$ cat src/rtl/ssa_pkg.sv
`default_nettype none

package ssa_pkg;

  // Field widths of the command and result transactions.
  localparam int unsigned CmdWidth     = 2;
  localparam int unsigned SlotWidth    = 3;
  localparam int unsigned WeightWidth  = 16;
  localparam int unsigned LoadWidth    = 16;
  localparam int unsigned RandomWidth  = 16;
  localparam int unsigned StratWidth   = 2;
  localparam int unsigned CounterWidth = 32;
  localparam int unsigned DefaultSlots = 8;

  // Command codes.
  localparam logic [CmdWidth-1:0] CmdSelect = 2'd0;
  localparam logic [CmdWidth-1:0] CmdWrite  = 2'd1;
  localparam logic [CmdWidth-1:0] CmdLoad   = 2'd2;

  // Strategy codes.
  localparam logic [StratWidth-1:0] StratRoundRobin = 2'd0;
  localparam logic [StratWidth-1:0] StratLeastLoad  = 2'd1;
  localparam logic [StratWidth-1:0] StratWeighted   = 2'd2;
  localparam logic [StratWidth-1:0] StratFirst      = 2'd3;

  // One slot of the server table; the present bit lives in flip-flops.
  typedef struct packed {
    logic                   active;
    logic [WeightWidth-1:0] weight;
    logic [LoadWidth-1:0]   load_limit;
    logic [LoadWidth-1:0]   load;
  } slot_entry_t;

  // Access controls toward the table.
  typedef struct packed {
    logic rd_en;
    logic wr_en;
    logic wr_present;
  } tbl_ctrl_t;

  // Status of the remainder unit.
  typedef struct packed {
    logic busy;
    logic done;
  } mod_status_t;

endpackage

`default_nettype wire

$ cat src/rtl/ssa_table.sv
`default_nettype none

module ssa_table #(
  parameter int unsigned Slots     = ssa_pkg::DefaultSlots,
  parameter int unsigned AddrWidth = 3
) (
  input  wire                  clk_i,
  input  wire                  rst_ni,
  input  ssa_pkg::tbl_ctrl_t   ctrl_i,
  input  wire  [AddrWidth-1:0] rd_addr_i,
  input  wire  [AddrWidth-1:0] wr_addr_i,
  input  ssa_pkg::slot_entry_t wr_data_i,
  output ssa_pkg::slot_entry_t rd_data_o,
  output logic                 rd_present_o
);

  ssa_pkg::slot_entry_t mem_q [Slots];
  logic [Slots-1:0]     valid_q;
  ssa_pkg::slot_entry_t rd_data_q;
  logic                 rd_present_q;

  // Present bits come out of reset cleared, so no sweep over the memory is needed.
  always_ff @(posedge clk_i or negedge rst_ni) begin
    if (!rst_ni) begin
      valid_q      <= '0;
      rd_present_q <= 1'b0;
    end else begin
      if (ctrl_i.wr_en) begin
        valid_q[wr_addr_i] <= ctrl_i.wr_present;
      end
      if (ctrl_i.rd_en) begin
        rd_present_q <= valid_q[rd_addr_i];
      end
    end
  end

  always_ff @(posedge clk_i) begin
    if (ctrl_i.wr_en) begin
      mem_q[wr_addr_i] <= wr_data_i;
    end
    if (ctrl_i.rd_en) begin
      rd_data_q <= mem_q[rd_addr_i];
    end
  end

  // A slot that is not present reads as all zero.
  assign rd_data_o    = rd_present_q ? rd_data_q : '0;
  assign rd_present_o = rd_present_q;

endmodule

`default_nettype wire

$ cat src/rtl/ssa_mod_unit.sv
`default_nettype none

module ssa_mod_unit #(
  parameter int unsigned DivisorWidth = 4
) (
  input  wire                                  clk_i,
  input  wire                                  rst_ni,
  input  wire                                  start_i,
  input  wire  [ssa_pkg::CounterWidth-1:0]     dividend_i,
  input  wire  [DivisorWidth-1:0]              divisor_i,
  output ssa_pkg::mod_status_t                 status_o,
  output logic [DivisorWidth-1:0]              rem_o
);

  localparam int unsigned DvdWidth  = ssa_pkg::CounterWidth;
  localparam int unsigned StepWidth = $clog2(DvdWidth);

  logic                    busy_q;
  logic                    done_q;
  logic [StepWidth-1:0]    step_q;
  logic [DvdWidth-1:0]     dvd_q;
  logic [DivisorWidth-1:0] dvs_q;
  logic [DivisorWidth-1:0] rem_q;
  logic [DivisorWidth:0]   shifted;
  logic [DivisorWidth:0]   diff;
  logic [DivisorWidth-1:0] rem_d;

  // Restoring remainder, one dividend bit per cycle, most significant first.
  assign shifted = {rem_q, dvd_q[DvdWidth-1]};
  assign diff    = shifted - {1'b0, dvs_q};
  assign rem_d   = (shifted >= {1'b0, dvs_q}) ? diff[DivisorWidth-1:0]
                                              : shifted[DivisorWidth-1:0];

  always_ff @(posedge clk_i or negedge rst_ni) begin
    if (!rst_ni) begin
      busy_q <= 1'b0;
      done_q <= 1'b0;
      step_q <= '0;
    end else begin
      done_q <= 1'b0;
      if (start_i) begin
        busy_q <= 1'b1;
        step_q <= '0;
      end else if (busy_q) begin
        step_q <= step_q + 1'b1;
        if (step_q == StepWidth'(DvdWidth - 1)) begin
          busy_q <= 1'b0;
          done_q <= 1'b1;
        end
      end
    end
  end

  always_ff @(posedge clk_i) begin
    if (start_i) begin
      dvd_q <= dividend_i;
      dvs_q <= divisor_i;
      rem_q <= '0;
    end else if (busy_q) begin
      dvd_q <= {dvd_q[DvdWidth-2:0], 1'b0};
      rem_q <= rem_d;
    end
  end

  assign status_o.busy = busy_q;
  assign status_o.done = done_q;
  assign rem_o         = rem_q;

`ifndef SYNTHESIS
  // The remainder handed out must already be reduced below the divisor.
  assert property (@(posedge clk_i) disable iff (!rst_ni) done_q |-> rem_q < dvs_q)
    else $error("remainder not below divisor at completion");
`endif

endmodule

`default_nettype wire

$ cat src/rtl/server_selection_arbiter_core.sv
// Server selection arbiter.
// Input channel (in_valid_i / in_ready_o) carries one command transaction: select,
// write a slot entry, or set a slot's load. Every command yields exactly one result
// transaction on the output channel (out_valid_o / out_ready_i); write, load and
// unknown commands return an all-zero result.
// The table of server slots sits in a synchronous memory with a registered read.
// One command is worked on at a time; in_ready_o is high only when the sequencer
// is idle, and the next command is taken while the previous result still waits.
// A select first scans the table; a weighted pick with a nonzero total weight
// and a round robin pick scan it a second time, and round robin first runs the
// bit-serial remainder. The memory scans read one slot per cycle.
// When the receiver stalls, the result holds in the output register and the
// sequencer waits in its final state before it takes another command.
// Reset clears the present bits of all slots, the rotation counter and the strategy
// register (round robin). The strategy register is written with cfg_we_i.
`default_nettype none

module server_selection_arbiter_core #(
  parameter int unsigned ServerSlots = ssa_pkg::DefaultSlots
) (
  input  wire                                clk_i,
  input  wire                                rst_ni,
  input  wire                                cfg_we_i,
  input  wire  [ssa_pkg::StratWidth-1:0]     cfg_wdata_i,
  input  wire                                in_valid_i,
  output logic                               in_ready_o,
  input  wire  [ssa_pkg::CmdWidth-1:0]       cmd_i,
  input  wire  [ssa_pkg::SlotWidth-1:0]      slot_i,
  input  wire                                present_i,
  input  wire                                active_i,
  input  wire  [ssa_pkg::WeightWidth-1:0]    weight_i,
  input  wire  [ssa_pkg::LoadWidth-1:0]      load_limit_i,
  input  wire  [ssa_pkg::LoadWidth-1:0]      load_value_i,
  input  wire  [ssa_pkg::RandomWidth-1:0]    random_value_i,
  output logic                               out_valid_o,
  input  wire                                out_ready_i,
  output logic [ssa_pkg::SlotWidth-1:0]      chosen_slot_o,
  output logic                               chosen_valid_o,
  output logic                               used_fallback_o,
  output logic [ssa_pkg::LoadWidth-1:0]      chosen_load_o
);

  localparam int unsigned AddrWidth  = (ServerSlots > 1) ? $clog2(ServerSlots) : 1;
  localparam int unsigned IssueWidth = AddrWidth + 1;
  localparam int unsigned CntWidth   = $clog2(ServerSlots + 1);
  localparam int unsigned TotWidth   = ssa_pkg::WeightWidth + CntWidth;
  localparam int unsigned RndWidth   = ssa_pkg::RandomWidth;
  localparam int unsigned ProdWidth  = RndWidth + TotWidth;
  localparam int unsigned SlotW      = ssa_pkg::SlotWidth;
  localparam int unsigned CtrWidth   = ssa_pkg::CounterWidth;

  localparam logic [3:0] StIdle   = 4'd0;
  localparam logic [3:0] StWr     = 4'd1;
  localparam logic [3:0] StLdRd   = 4'd2;
  localparam logic [3:0] StLdWr   = 4'd3;
  localparam logic [3:0] StScan1  = 4'd4;
  localparam logic [3:0] StDecide = 4'd5;
  localparam logic [3:0] StDiv    = 4'd6;
  localparam logic [3:0] StScan2  = 4'd7;
  localparam logic [3:0] StFetch  = 4'd8;
  localparam logic [3:0] StFetchW = 4'd9;
  localparam logic [3:0] StOut    = 4'd10;

  logic [3:0]                      state_q, state_d;
  logic [ssa_pkg::StratWidth-1:0]  strategy_q;
  logic [CtrWidth-1:0]             rot_q;

  // Captured command.
  logic [SlotW-1:0]                slot_q;
  logic                            present_q;
  logic                            active_q;
  logic [ssa_pkg::WeightWidth-1:0] weight_q;
  logic [ssa_pkg::LoadWidth-1:0]   limit_q;
  logic [ssa_pkg::LoadWidth-1:0]   loadv_q;
  logic [RndWidth-1:0]             rnd_q;

  // Scan sequencing.
  logic [IssueWidth-1:0]           issue_q;
  logic                            pipe_vld_q;
  logic [AddrWidth-1:0]            pipe_idx_q;

  // First-pass summary.
  logic [CntWidth-1:0]             count_q;
  logic [TotWidth-1:0]             total_q;
  logic                            fp_found_q;
  logic [AddrWidth-1:0]            fp_idx_q;
  logic                            fe_found_q;
  logic [AddrWidth-1:0]            fe_idx_q;
  logic [ssa_pkg::LoadWidth-1:0]   min_load_q;
  logic [AddrWidth-1:0]            min_idx_q;

  // Second-pass walk.
  logic [CntWidth-1:0]             k_q;
  logic [TotWidth-1:0]             cum_q;
  logic [TotWidth-1:0]             r_q;
  logic                            found_q;

  // Result being built and the output register.
  logic [AddrWidth-1:0]            pick_q;
  logic                            res_valid_q;
  logic                            res_fb_q;
  logic [ssa_pkg::LoadWidth-1:0]   res_load_q;
  logic                            out_valid_q;
  logic [SlotW-1:0]                out_slot_q;
  logic                            out_cvalid_q;
  logic                            out_fb_q;
  logic [ssa_pkg::LoadWidth-1:0]   out_load_q;

  // Table and remainder unit hookup.
  ssa_pkg::tbl_ctrl_t              tbl_ctrl;
  logic [AddrWidth-1:0]            rd_addr;
  ssa_pkg::slot_entry_t            wr_data;
  ssa_pkg::slot_entry_t            rd_entry;
  logic                            rd_present;
  ssa_pkg::mod_status_t            mod_status;
  logic [CntWidth-1:0]             mod_rem;
  logic                            mod_start;

  logic                            accept;
  logic                            scan_st;
  logic                            issue_go;
  logic                            scan_done;
  logic                            slot_ok;
  logic                            elig;
  logic [TotWidth-1:0]             cum_next;
  logic [ProdWidth-1:0]            prod;
  logic                            out_free;
  logic                            dec_empty;
  logic                            dec_fallback;
  logic                            dec_rr;
  logic                            dec_least;
  logic                            dec_wt;

  assign accept    = in_valid_i && (state_q == StIdle);
  assign scan_st   = (state_q == StScan1) || (state_q == StScan2);
  assign issue_go  = scan_st && (issue_q < IssueWidth'(ServerSlots));
  assign scan_done = scan_st && (issue_q == IssueWidth'(ServerSlots)) && !pipe_vld_q;
  assign slot_ok   = 32'(slot_q) < 32'(ServerSlots);
  assign elig      = rd_present && rd_entry.active && (rd_entry.load < rd_entry.load_limit);
  assign cum_next  = cum_q + TotWidth'(rd_entry.weight);
  assign prod      = ProdWidth'(rnd_q) * ProdWidth'(total_q);
  assign out_free  = !out_valid_q || out_ready_i;

  // How the first-pass summary resolves a select.
  assign dec_empty    = !fp_found_q;
  assign dec_fallback = (count_q == '0);
  assign dec_rr       = (strategy_q == ssa_pkg::StratRoundRobin);
  assign dec_least    = (strategy_q == ssa_pkg::StratLeastLoad);
  assign dec_wt       = (strategy_q == ssa_pkg::StratWeighted) && (total_q != '0);
  assign mod_start    = (state_q == StDecide) && !dec_empty && !dec_fallback && dec_rr;

  // Table access: scans read one slot per cycle, the load command does a
  // read-modify-write, and the final fetch reads the chosen slot's load.
  // Commands are handled one at a time, so a read never overlaps a write.
  always_comb begin
    tbl_ctrl.rd_en      = issue_go || ((state_q == StLdRd) && slot_ok) ||
                          (state_q == StFetch);
    tbl_ctrl.wr_en      = ((state_q == StWr) && slot_ok) ||
                          ((state_q == StLdWr) && slot_ok && rd_present);
    tbl_ctrl.wr_present = (state_q == StWr) ? present_q : 1'b1;
    if (scan_st) begin
      rd_addr = issue_q[AddrWidth-1:0];
    end else if (state_q == StFetch) begin
      rd_addr = pick_q;
    end else begin
      rd_addr = AddrWidth'(slot_q);
    end
    if (state_q == StWr) begin
      wr_data.active     = active_q;
      wr_data.weight     = weight_q;
      wr_data.load_limit = limit_q;
      wr_data.load       = loadv_q;
    end else begin
      wr_data      = rd_entry;
      wr_data.load = loadv_q;
    end
  end

  ssa_table #(
    .Slots     (ServerSlots),
    .AddrWidth (AddrWidth)
  ) u_table (
    .clk_i        (clk_i),
    .rst_ni       (rst_ni),
    .ctrl_i       (tbl_ctrl),
    .rd_addr_i    (rd_addr),
    .wr_addr_i    (AddrWidth'(slot_q)),
    .wr_data_i    (wr_data),
    .rd_data_o    (rd_entry),
    .rd_present_o (rd_present)
  );

  // Round robin needs the rotation counter modulo the eligible count.
  ssa_mod_unit #(
    .DivisorWidth (CntWidth)
  ) u_mod (
    .clk_i      (clk_i),
    .rst_ni     (rst_ni),
    .start_i    (mod_start),
    .dividend_i (rot_q),
    .divisor_i  (count_q),
    .status_o   (mod_status),
    .rem_o      (mod_rem)
  );

  // Sequencer.
  always_comb begin
    state_d = state_q;
    unique case (state_q)
      StIdle: begin
        if (in_valid_i) begin
          unique case (cmd_i)
            ssa_pkg::CmdSelect: state_d = StScan1;
            ssa_pkg::CmdWrite:  state_d = StWr;
            ssa_pkg::CmdLoad:   state_d = StLdRd;
            default:            state_d = StOut;
          endcase
        end
      end
      StWr:   state_d = StOut;
      StLdRd: state_d = StLdWr;
      StLdWr: state_d = StOut;
      StScan1: begin
        if (scan_done) begin
          state_d = StDecide;
        end
      end
      StDecide: begin
        if (dec_empty) begin
          state_d = StOut;
        end else if (dec_fallback) begin
          state_d = StFetch;
        end else if (dec_rr) begin
          state_d = StDiv;
        end else if (dec_wt) begin
          state_d = StScan2;
        end else begin
          state_d = StFetch;
        end
      end
      StDiv: begin
        if (mod_status.done) begin
          state_d = StScan2;
        end
      end
      StScan2: begin
        if (scan_done) begin
          state_d = StFetch;
        end
      end
      StFetch:  state_d = StFetchW;
      StFetchW: state_d = StOut;
      StOut: begin
        if (out_free) begin
          state_d = StIdle;
        end
      end
      default: state_d = StIdle;
    endcase
  end

  always_ff @(posedge clk_i or negedge rst_ni) begin
    if (!rst_ni) begin
      state_q     <= StIdle;
      strategy_q  <= ssa_pkg::StratRoundRobin;
      rot_q       <= '0;
      pipe_vld_q  <= 1'b0;
      out_valid_q <= 1'b0;
    end else begin
      state_q    <= state_d;
      pipe_vld_q <= issue_go;
      if (cfg_we_i) begin
        strategy_q <= cfg_wdata_i;
      end
      // The counter moves only when round robin actually picks.
      if (mod_start) begin
        rot_q <= rot_q + 1'b1;
      end
      if ((state_q == StOut) && out_free) begin
        out_valid_q <= 1'b1;
      end else if (out_ready_i) begin
        out_valid_q <= 1'b0;
      end
    end
  end

  // Running total of eligible weights.
  function automatic logic [TotWidth-1:0] cum_next_total(
    input logic [TotWidth-1:0]             acc,
    input logic [ssa_pkg::WeightWidth-1:0] w
  );
    cum_next_total = acc + TotWidth'(w);
  endfunction

  always_ff @(posedge clk_i) begin
    if (accept) begin
      slot_q      <= slot_i;
      present_q   <= present_i;
      active_q    <= active_i;
      weight_q    <= weight_i;
      limit_q     <= load_limit_i;
      loadv_q     <= load_value_i;
      rnd_q       <= random_value_i;
      issue_q     <= '0;
      count_q     <= '0;
      total_q     <= '0;
      fp_found_q  <= 1'b0;
      fe_found_q  <= 1'b0;
      res_valid_q <= 1'b0;
      res_fb_q    <= 1'b0;
      res_load_q  <= '0;
      pick_q      <= '0;
    end

    if (issue_go) begin
      issue_q    <= issue_q + 1'b1;
      pipe_idx_q <= issue_q[AddrWidth-1:0];
    end

    // First pass: present and eligible summary, count, total weight, minimum load.
    if ((state_q == StScan1) && pipe_vld_q) begin
      if (rd_present && !fp_found_q) begin
        fp_found_q <= 1'b1;
        fp_idx_q   <= pipe_idx_q;
      end
      if (elig) begin
        count_q <= count_q + 1'b1;
        total_q <= cum_next_total(total_q, rd_entry.weight);
        if (!fe_found_q) begin
          fe_found_q <= 1'b1;
          fe_idx_q   <= pipe_idx_q;
          min_load_q <= rd_entry.load;
          min_idx_q  <= pipe_idx_q;
        end else if (rd_entry.load < min_load_q) begin
          min_load_q <= rd_entry.load;
          min_idx_q  <= pipe_idx_q;
        end
      end
    end

    if (state_q == StDecide) begin
      k_q     <= '0;
      cum_q   <= '0;
      found_q <= 1'b0;
      issue_q <= '0;
      r_q     <= prod[ProdWidth-1:RndWidth];
      if (!dec_empty) begin
        res_valid_q <= 1'b1;
        if (dec_fallback) begin
          pick_q   <= fp_idx_q;
          res_fb_q <= 1'b1;
        end else if (dec_least) begin
          pick_q <= min_idx_q;
        end else begin
          pick_q <= fe_idx_q;
        end
      end
    end

    // Second pass: walk the eligible slots toward the target entry or weight.
    if ((state_q == StScan2) && pipe_vld_q && elig) begin
      k_q   <= k_q + 1'b1;
      cum_q <= cum_next;
      if (!found_q) begin
        if (dec_rr ? (k_q == mod_rem) : (r_q < cum_next)) begin
          found_q <= 1'b1;
          pick_q  <= pipe_idx_q;
        end
      end
    end

    if (state_q == StFetchW) begin
      res_load_q <= rd_entry.load;
    end

    if ((state_q == StOut) && out_free) begin
      out_slot_q   <= SlotW'(pick_q);
      out_cvalid_q <= res_valid_q;
      out_fb_q     <= res_fb_q;
      out_load_q   <= res_load_q;
    end
  end

  assign in_ready_o      = (state_q == StIdle);
  assign out_valid_o     = out_valid_q;
  assign chosen_slot_o   = out_slot_q;
  assign chosen_valid_o  = out_cvalid_q;
  assign used_fallback_o = out_fb_q;
  assign chosen_load_o   = out_load_q;

`ifndef SYNTHESIS
  // A result without a chosen server carries all-zero fields.
  assert property (@(posedge clk_i) disable iff (!rst_ni)
    (out_valid_o && !chosen_valid_o) |->
      (chosen_slot_o == '0) && !used_fallback_o && (chosen_load_o == '0))
    else $error("invalid result carries nonzero fields");

  // A fallback pick always names a present server.
  assert property (@(posedge clk_i) disable iff (!rst_ni)
    (out_valid_o && used_fallback_o) |-> chosen_valid_o)
    else $error("fallback flagged without a valid pick");

  // Only one command is in work at a time.
  assert property (@(posedge clk_i) disable iff (!rst_ni)
    (in_valid_i && in_ready_o) |=> !in_ready_o)
    else $error("second command taken while one is in work");

  // The rotation counter only ever steps by one.
  assert property (@(posedge clk_i) disable iff (!rst_ni)
    (rot_q != $past(rot_q)) |-> (rot_q == $past(rot_q) + 32'd1))
    else $error("rotation counter jumped");

  // The remainder unit is only started from an idle state.
  assert property (@(posedge clk_i) disable iff (!rst_ni)
    mod_start |-> !mod_status.busy)
    else $error("remainder unit restarted while busy");
`endif

endmodule

`default_nettype wire

$ cat config.mk
export PLATFORM = sky130hd
export DESIGN_NAME = server_selection_arbiter_core
export DESIGN_NICKNAME = d
export VERILOG_FILES = /design/src/rtl/ssa_pkg.sv /design/src/rtl/ssa_table.sv /design/src/rtl/ssa_mod_unit.sv /design/src/rtl/server_selection_arbiter_core.sv
export SDC_FILE = /design/constraint.sdc
export NUM_CORES = 2
export LEC_CHECK = 0
export BUFFER_PORTS_ARGS = -buffer_cell sky130_fd_sc_hd__buf_2
export CAP_MARGIN = 30
export CORE_MARGIN = 1.5
export CORE_UTILIZATION = 34
export CTS_CLUSTER_SIZE = 20
export DETAILED_ROUTE_END_ITERATION = 6
export REMOVE_ABC_BUFFERS = 1
export SKIP_LAST_GASP = 1
export SLEW_MARGIN = 20
export SYNTH_ARGS = -nofsm -noshare
export SYNTH_HDL_FRONTEND = slang
export SYNTH_SLANG_ARGS = --single-unit
$ cat constraint.sdc
create_clock -name clk_i -period 6.15 [get_ports clk_i]
set_input_delay 1.23 -clock clk_i [delete_from_list [all_inputs] [get_ports clk_i]]
set_output_delay 1.23 -clock clk_i [all_outputs]
set_load 0.05 [all_outputs]
Word level (Yosys, flattened, before mapping). Memory sizes are Yosys's and may differ from the RTL's. A register that Yosys moved wholly into a read port is not among the register bits. Cells that the tools add are included. W data, S select, Z words.

RAM bits: 392. Output and inout port bits: 23. Bits in registers: 310. Input bits: 78. Word-level logic and storage cells: 206. Memories: 1.

Multiplexer cells: 81. Order comparisons: 8. $mul: 1. Add/subtract/negate cells: 8. Reduce and logical (&&, ||, !) cells: 41. Bitwise logic cells: 1. Equality and inequality tests: 23.

Memories: u_table.mem_q (depth 8, width 49, read ports 1, clocked after Yosys merged registers in 1, wr ports 1, RTL line ssa_table.sv:17) `ssa_pkg::slot_entry_t mem_q [Slots];`.

Operators with widths (count): $mux W20 (5); $mux W49 (2); $mux W4 (17); $mux W16 (4); $mux W32 (2); $add A20 B16 Y20 (2); $mul A16 B20 Y36 (1); $mux W3 (12); $pmux W4 S9 (1); $add A32 B1 Y32 const B (1); $lt A16 B16 Y1 (2); $mux W1 (32); $lt A20 B20 Y1 (1); $reduce_bool A20 Y1 (1); $logic_and A1 B1 Y1 (17); $eq A4 B3 Y1 const B (4); $eq A4 B4 Y1 const B (4); $add A4 B1 Y4 const B (3); $pmux W4 S3 (1); $mux W5 (2); $reduce_bool A2 Y1 (5); $bwmux W8 (1); $eq A4 B2 Y1 const B (2); $logic_not A4 Y1 (2); 23 further kinds (39).

Longest topological paths before layout.
Word-level depth: 8. Depth in mapped cells: 23. Depth with buffers taken out: 22.

Cells and area by module. From an unflattened synthesis, not the netlist that was laid out.

Cell total of the unflattened synthesis: 3010. Area total of the unflattened synthesis: 41282.1 sq um.

Modules (own cells, without submodules): server_selection_arbiter_core (area an instance 22162.5 sq um, seq. area each 7066.8 sq um, instances 1, cells each 2158); ssa_table (area an instance 16965.0 sq um, seq. area each 13467.9 sq um, instances 1, cells each 707); ssa_mod_unit (area an instance 2154.6 sq um, seq. area each 1336.3 sq um, instances 1, cells each 145).

Least setup slack after synthesis. OpenSTA, ideal clock, no wires.

Path type: reg2reg. From: register total_q[17]. To: register r_q[17] (data pin). Cell stages (with the launch flop): 22. Data arrival time: 5.897 ns. Library setup time: 0.271 ns. Required time: 5.879 ns. Clock period less this slack: 6.169 ns. Path slack: -0.019 ns. Buffers on the path: 2. Path through: dfxtp_1 -> clkbuf_1 -> clkbuf_1 -> nand2_1 -> fa_1 -> fa_1 -> fa_1 -> inv_1 -> fa_1 -> fa_1 -> inv_1 -> fa_1 -> inv_1 -> ha_1 -> a21o_1 -> a21o_1 -> a41oi_1 -> a21oi_1 -> a31o_2 -> a41oi_1 -> mux2i_1 -> o2111ai_1.

Word-level cells in the longest chain between the ends: 1.

RTL lines: from (decl) (RTL line server_selection_arbiter_core.sv:84) `logic [TotWidth-1:0] total_q;`; from (signal assigned) (RTL line server_selection_arbiter_core.sv:328) `total_q <= cum_next_total(total_q, rd_entry.weight);`; $mul A16 B20 Y36 (RTL line server_selection_arbiter_core.sv:141) `assign prod = ProdWidth'(rnd_q) * ProdWidth'(total_q);`; named net prod[33] (RTL line server_selection_arbiter_core.sv:126) `logic [ProdWidth-1:0] prod;`; to (signal assigned) (RTL line server_selection_arbiter_core.sv:346) `r_q <= prod[ProdWidth-1:RndWidth];`; to (decl) (RTL line server_selection_arbiter_core.sv:95) `logic [TotWidth-1:0] r_q;`.

The timed path passes the listed nets, and every way through them passes these cells. A chain may end at the register's enable or synchronous reset.

Final worst setup path.
From: register rnd_q[4]. To: register r_q[17] (data pin).

Word-level cells in the longest chain between the ends: 1.

RTL lines: from (decl) (RTL line server_selection_arbiter_core.sv:75) `logic [RndWidth-1:0] rnd_q;`; from (signal assigned) (RTL line server_selection_arbiter_core.sv:303) `rnd_q <= random_value_i;`; $mul A16 B20 Y36 (RTL line server_selection_arbiter_core.sv:141); named net prod[33] (RTL line server_selection_arbiter_core.sv:126).

The timed path passes the listed nets, and every way through them passes these cells.

==> results.json <==
{
  "insertion_delay_ns": 0.66,
  "drc": 0,
  "setup_viol": 0,
  "finalWorstSetupSlack_ns": 0.05994,
  "arrival_ns": 6.49,
  "dpl_cell_area_um2": 44180,
  "grt_use_met1_pct": 21.23,
  "timing.hold.ws_ns": 0.4186,
  "dr.pass1.iters": 5,
  "coreArea_um2": 120000,
  "synth_cells": 3068,
  "n_antenna_cell": 0,
  "yosysSeqAreaShare_pct": 53.12,
  "grt_usage_pct": 15.48,
  "grt_max_degree": 101,
  "p_clk_share_pct": 28.5,
  "p_per_area_nw_per_um2": 370.0,
  "die_area_um2": 123200,
  "final_cell_mix": "edfxtp_1, nand2_1, inv_1, fa_1, ha_1",
  "slew-limit-headroom_pct": 37.56,
  "async_flop_share_pct": 7.457,
  "ir_drop_mv": 0.3728,
  "cts_buffer_depth": 3,
  "top_usage_layer": "met2",
  "p_leak_uw": 0.01891,
  "p_seq_share_pct": 40.3,
  "vias": 23970,
  "status": "completed",
  "drv_slew": 0,
  "syn_area_um2": 41170,
  "postRouteAntennaNets": 0,
  "path_class": "flip-flop to flip-flop",
  "grt_use_met2_pct": 25.16,
  "place_ws_ns": -0.08906,
  "wire_per_inst_um": 19.09,
  "antenna_found_initial": 5,
  "cts_tree": "built",
  "port_buffers": 100,
  "ys.flop_type": "edfxtp_1",
  "crit_fanout": 6,
  "cp-start-kind": "flip-flop",
  "ys_ff_latch": 751,
  "min_path_type": "flip-flop to flip-flop",
  "clock_sinks": 751,
  "die_x_um": 351.0,
  "final_common_cell": "edfxtp_1",
  "cts_made_buffers": 80,
  "path_clk_slew_ns": 0.07,
  "drive_gt1_share_pct": 18.42,
  "die_height_um": 351.0,
  "endpoint_kind": "flip-flop",
  "skew_ns": 0.02705,
  "totalWireLength_um": 94080,
  "globalRoute.totalOverflow": 0,
  "root_buffer": "clkbuf_16",
  "grt_pass1_vias": 24700,
  "drt-initial-drc-count": 1599,
  "hpwl_um": 63770,
  "routabilityCongestion": 0.8520,
  "swShare_pct": 32.66,
  "p_sw_uw": 5719,
  "worst-slew-pin-transition_ns": 0.9366,
  "synth-edff-count": 655,
  "final-hold-violation-count": 0,
  "yosys_warnings": 0,
  "max_cap_viol_count": 0,
  "grt_first_pass_wirelength_um": 145500,
  "synth_cell_type_count": 76,
  "post-route-min-period_ns": 6.090,
  "viasPerCell": 4.863,
  "rows": 127,
  "internal_power_uw": 11790,
  "maxClockFrequency_mhz": 164.2,
  "initial_core_util_pct": 34.32,
  "cp.required_ns": 6.55,
  "design_area_um2": 47330,
  "grt_util_met3_pct": 3.400,
  "cts_max_level": 3,
  "pwr-share-comb_pct": 31.1,
  "total_power_uw": 17510,
  "fin_nets": 3778,
  "finalCritPeriodShare_pct": 99.03,
  "fin_setup_tns_ns": 0,
  "area_growth_pct": 14.96,
  "ios": 101,
  "syn-mean-instance-area_um2": 13.42
}
path summary, 6_finish.rpt:
kind                           startpoint              endpoint  slack (ns)  cells past startpoint
max                              rnd_q[4]               r_q[17]        0.06                     21
max in group asynchronous          rst_ni  u_table.rd_present_o        4.83                      2
max reg2reg                      rnd_q[4]               r_q[17]        0.06                     21
min in group asynchronous          rst_ni           out_valid_o        0.75                      2
min                        res_load_q[15]     chosen_load_o[15]        0.42                      0
min reg2reg                res_load_q[15]     chosen_load_o[15]        0.42                      0
layout make-up:
| type | count | area [µm²] |
|---|---|---|
| clock buffers | 96 | 2143 |
| inverters | 321 | 1212 |
| well taps | 1612 | 2017 |
| clock inverters | 53 | 614.3 |
| flip-flops and latches | 751 | 21890 |
| repair buffers | 231 | 1632 |
| multi-input cells | 1865 | 17830 |
| fillers | 11230 | 72640 |
timing repair:
item                                    CTS  global route
gates cloned                              0             1
hold buffers                              0             0
buffers inserted                          8             8
pin swaps                                 0            17
gates resized for setup                   3            57
endpoints found under the setup margin    8            13
cell families (layout without fill, tap and decap cells):
logic type / after synthesis / in the layout / synth area share (%)
compound gates: 271 / 271 / 4.179
xor+xnor: 89 / 89 / 1.893
fa+ha+maj: 450 / 450 / 18.27
buf+inv: 452 / 701 / 4.358
flops: 751 / 751 / 53.12
mux: 196 / 196 / 8.066
simple gates: 859 / 859 / 10.11
worst max-delay path: stages (launching register included):
cell,delay [ns]
edfxtp_1,0.43
buf_6,0.16
and2_1,0.15
fa_1,0.53
inv_1,0.05
fa_1,0.45
fa_1,0.52
inv_1,0.06
fa_1,0.50
fa_1,0.50
inv_1,0.05
fa_1,0.51
inv_1,0.06
ha_1,0.32
a21oi_1,0.26
o211ai_1,0.15
a41oi_2,0.21
a21oi_4,0.06
a31o_4,0.26
a41oi_4,0.26
mux2i_1,0.21
o2111ai_1,0.13
registers in the layout, indices dropped and copies added, names as in the netlist, 5 cells and up:
register,flops
limit_q,16
cum_q,20
chosen_load_o,16
u_mod.dvd_q,32
u_table.mem_q,392
min_load_q,16
rot_q,32
total_q,20
weight_q,16
res_load_q,16
u_mod.step_q,5
r_q,20
u_table.rd_data_q,49
rnd_q,16
loadv_q,16
u_table.valid_q,8
cells in the mapped netlist (all sizes together), types with 3 or more instances:
master | instances | area (µm²)
a211o | 4 | 35.03
o41ai | 4 | 35.03
o22ai | 4 | 25.02
o21bai | 4 | 30.03
buf | 32 | 212.7
and4 | 6 | 52.55
mux2 | 77 | 878.3
nand2 | 388 | 1461
dfxtp | 40 | 800.8
ha | 198 | 2477
nand3b | 4 | 42.54
nor2b | 12 | 75.07
and2 | 177 | 1109
nand4 | 22 | 152.7
mux4 | 100 | 2252
xnor2 | 52 | 455.4
a21oi | 73 | 365.4
nand3 | 50 | 250.2
o21a | 8 | 60.06
o21ai | 79 | 395.4
o211ai | 12 | 90.09
a211oi | 8 | 65.06
a31o | 3 | 26.28
a21o | 34 | 255.2
inv | 320 | 1201
or3 | 4 | 25.02
a2111oi | 5 | 57.56
xor2 | 37 | 324.1
nor4 | 8 | 50.05
a221oi | 3 | 26.28
nor2 | 99 | 371.6
dfrtp | 56 | 1401
fa | 252 | 5045
nor3 | 26 | 140.1
mux2i | 19 | 190.2
o2111ai | 3 | 26.28
edfxtp | 655 | 19670
and3 | 29 | 181.4
clkbuf | 99 | 371.6
nand2b | 20 | 125.1
nor3b | 6 | 50.05
o31ai | 8 | 60.06
power by group through the flow:
| stage | registers, µW | logic (µW) | clock network [µW] |
|---|---|---|---|
| after floorplan | 7190 | 3870 | 0 |
| after global placement | 7170 | 5360 | 0 |
| after detailed placement | 7180 | 5410 | 0 |
| after CTS | 7070 | 5480 | 5110 |
| after global routing | 7120 | 6030 | 5300 |
| final | 7060 | 5450 | 5000 |
through the flow:
step	cells	util (%)
floorplan	2937	-
global placement	4761	36.82
detailed placement	4762	36.82
CTS	4919	39.18
global route	4929	39.45
finish	4929	39.45
metal layers:
metal	part of all wire, %	vias to the layer above
li1	-	11090
met1	45	12210
met2	47	552
met3	5.9	110
met4	1.5	6
met5	0.038	-
Note: power is estimated with default switching activity, not from simulation.
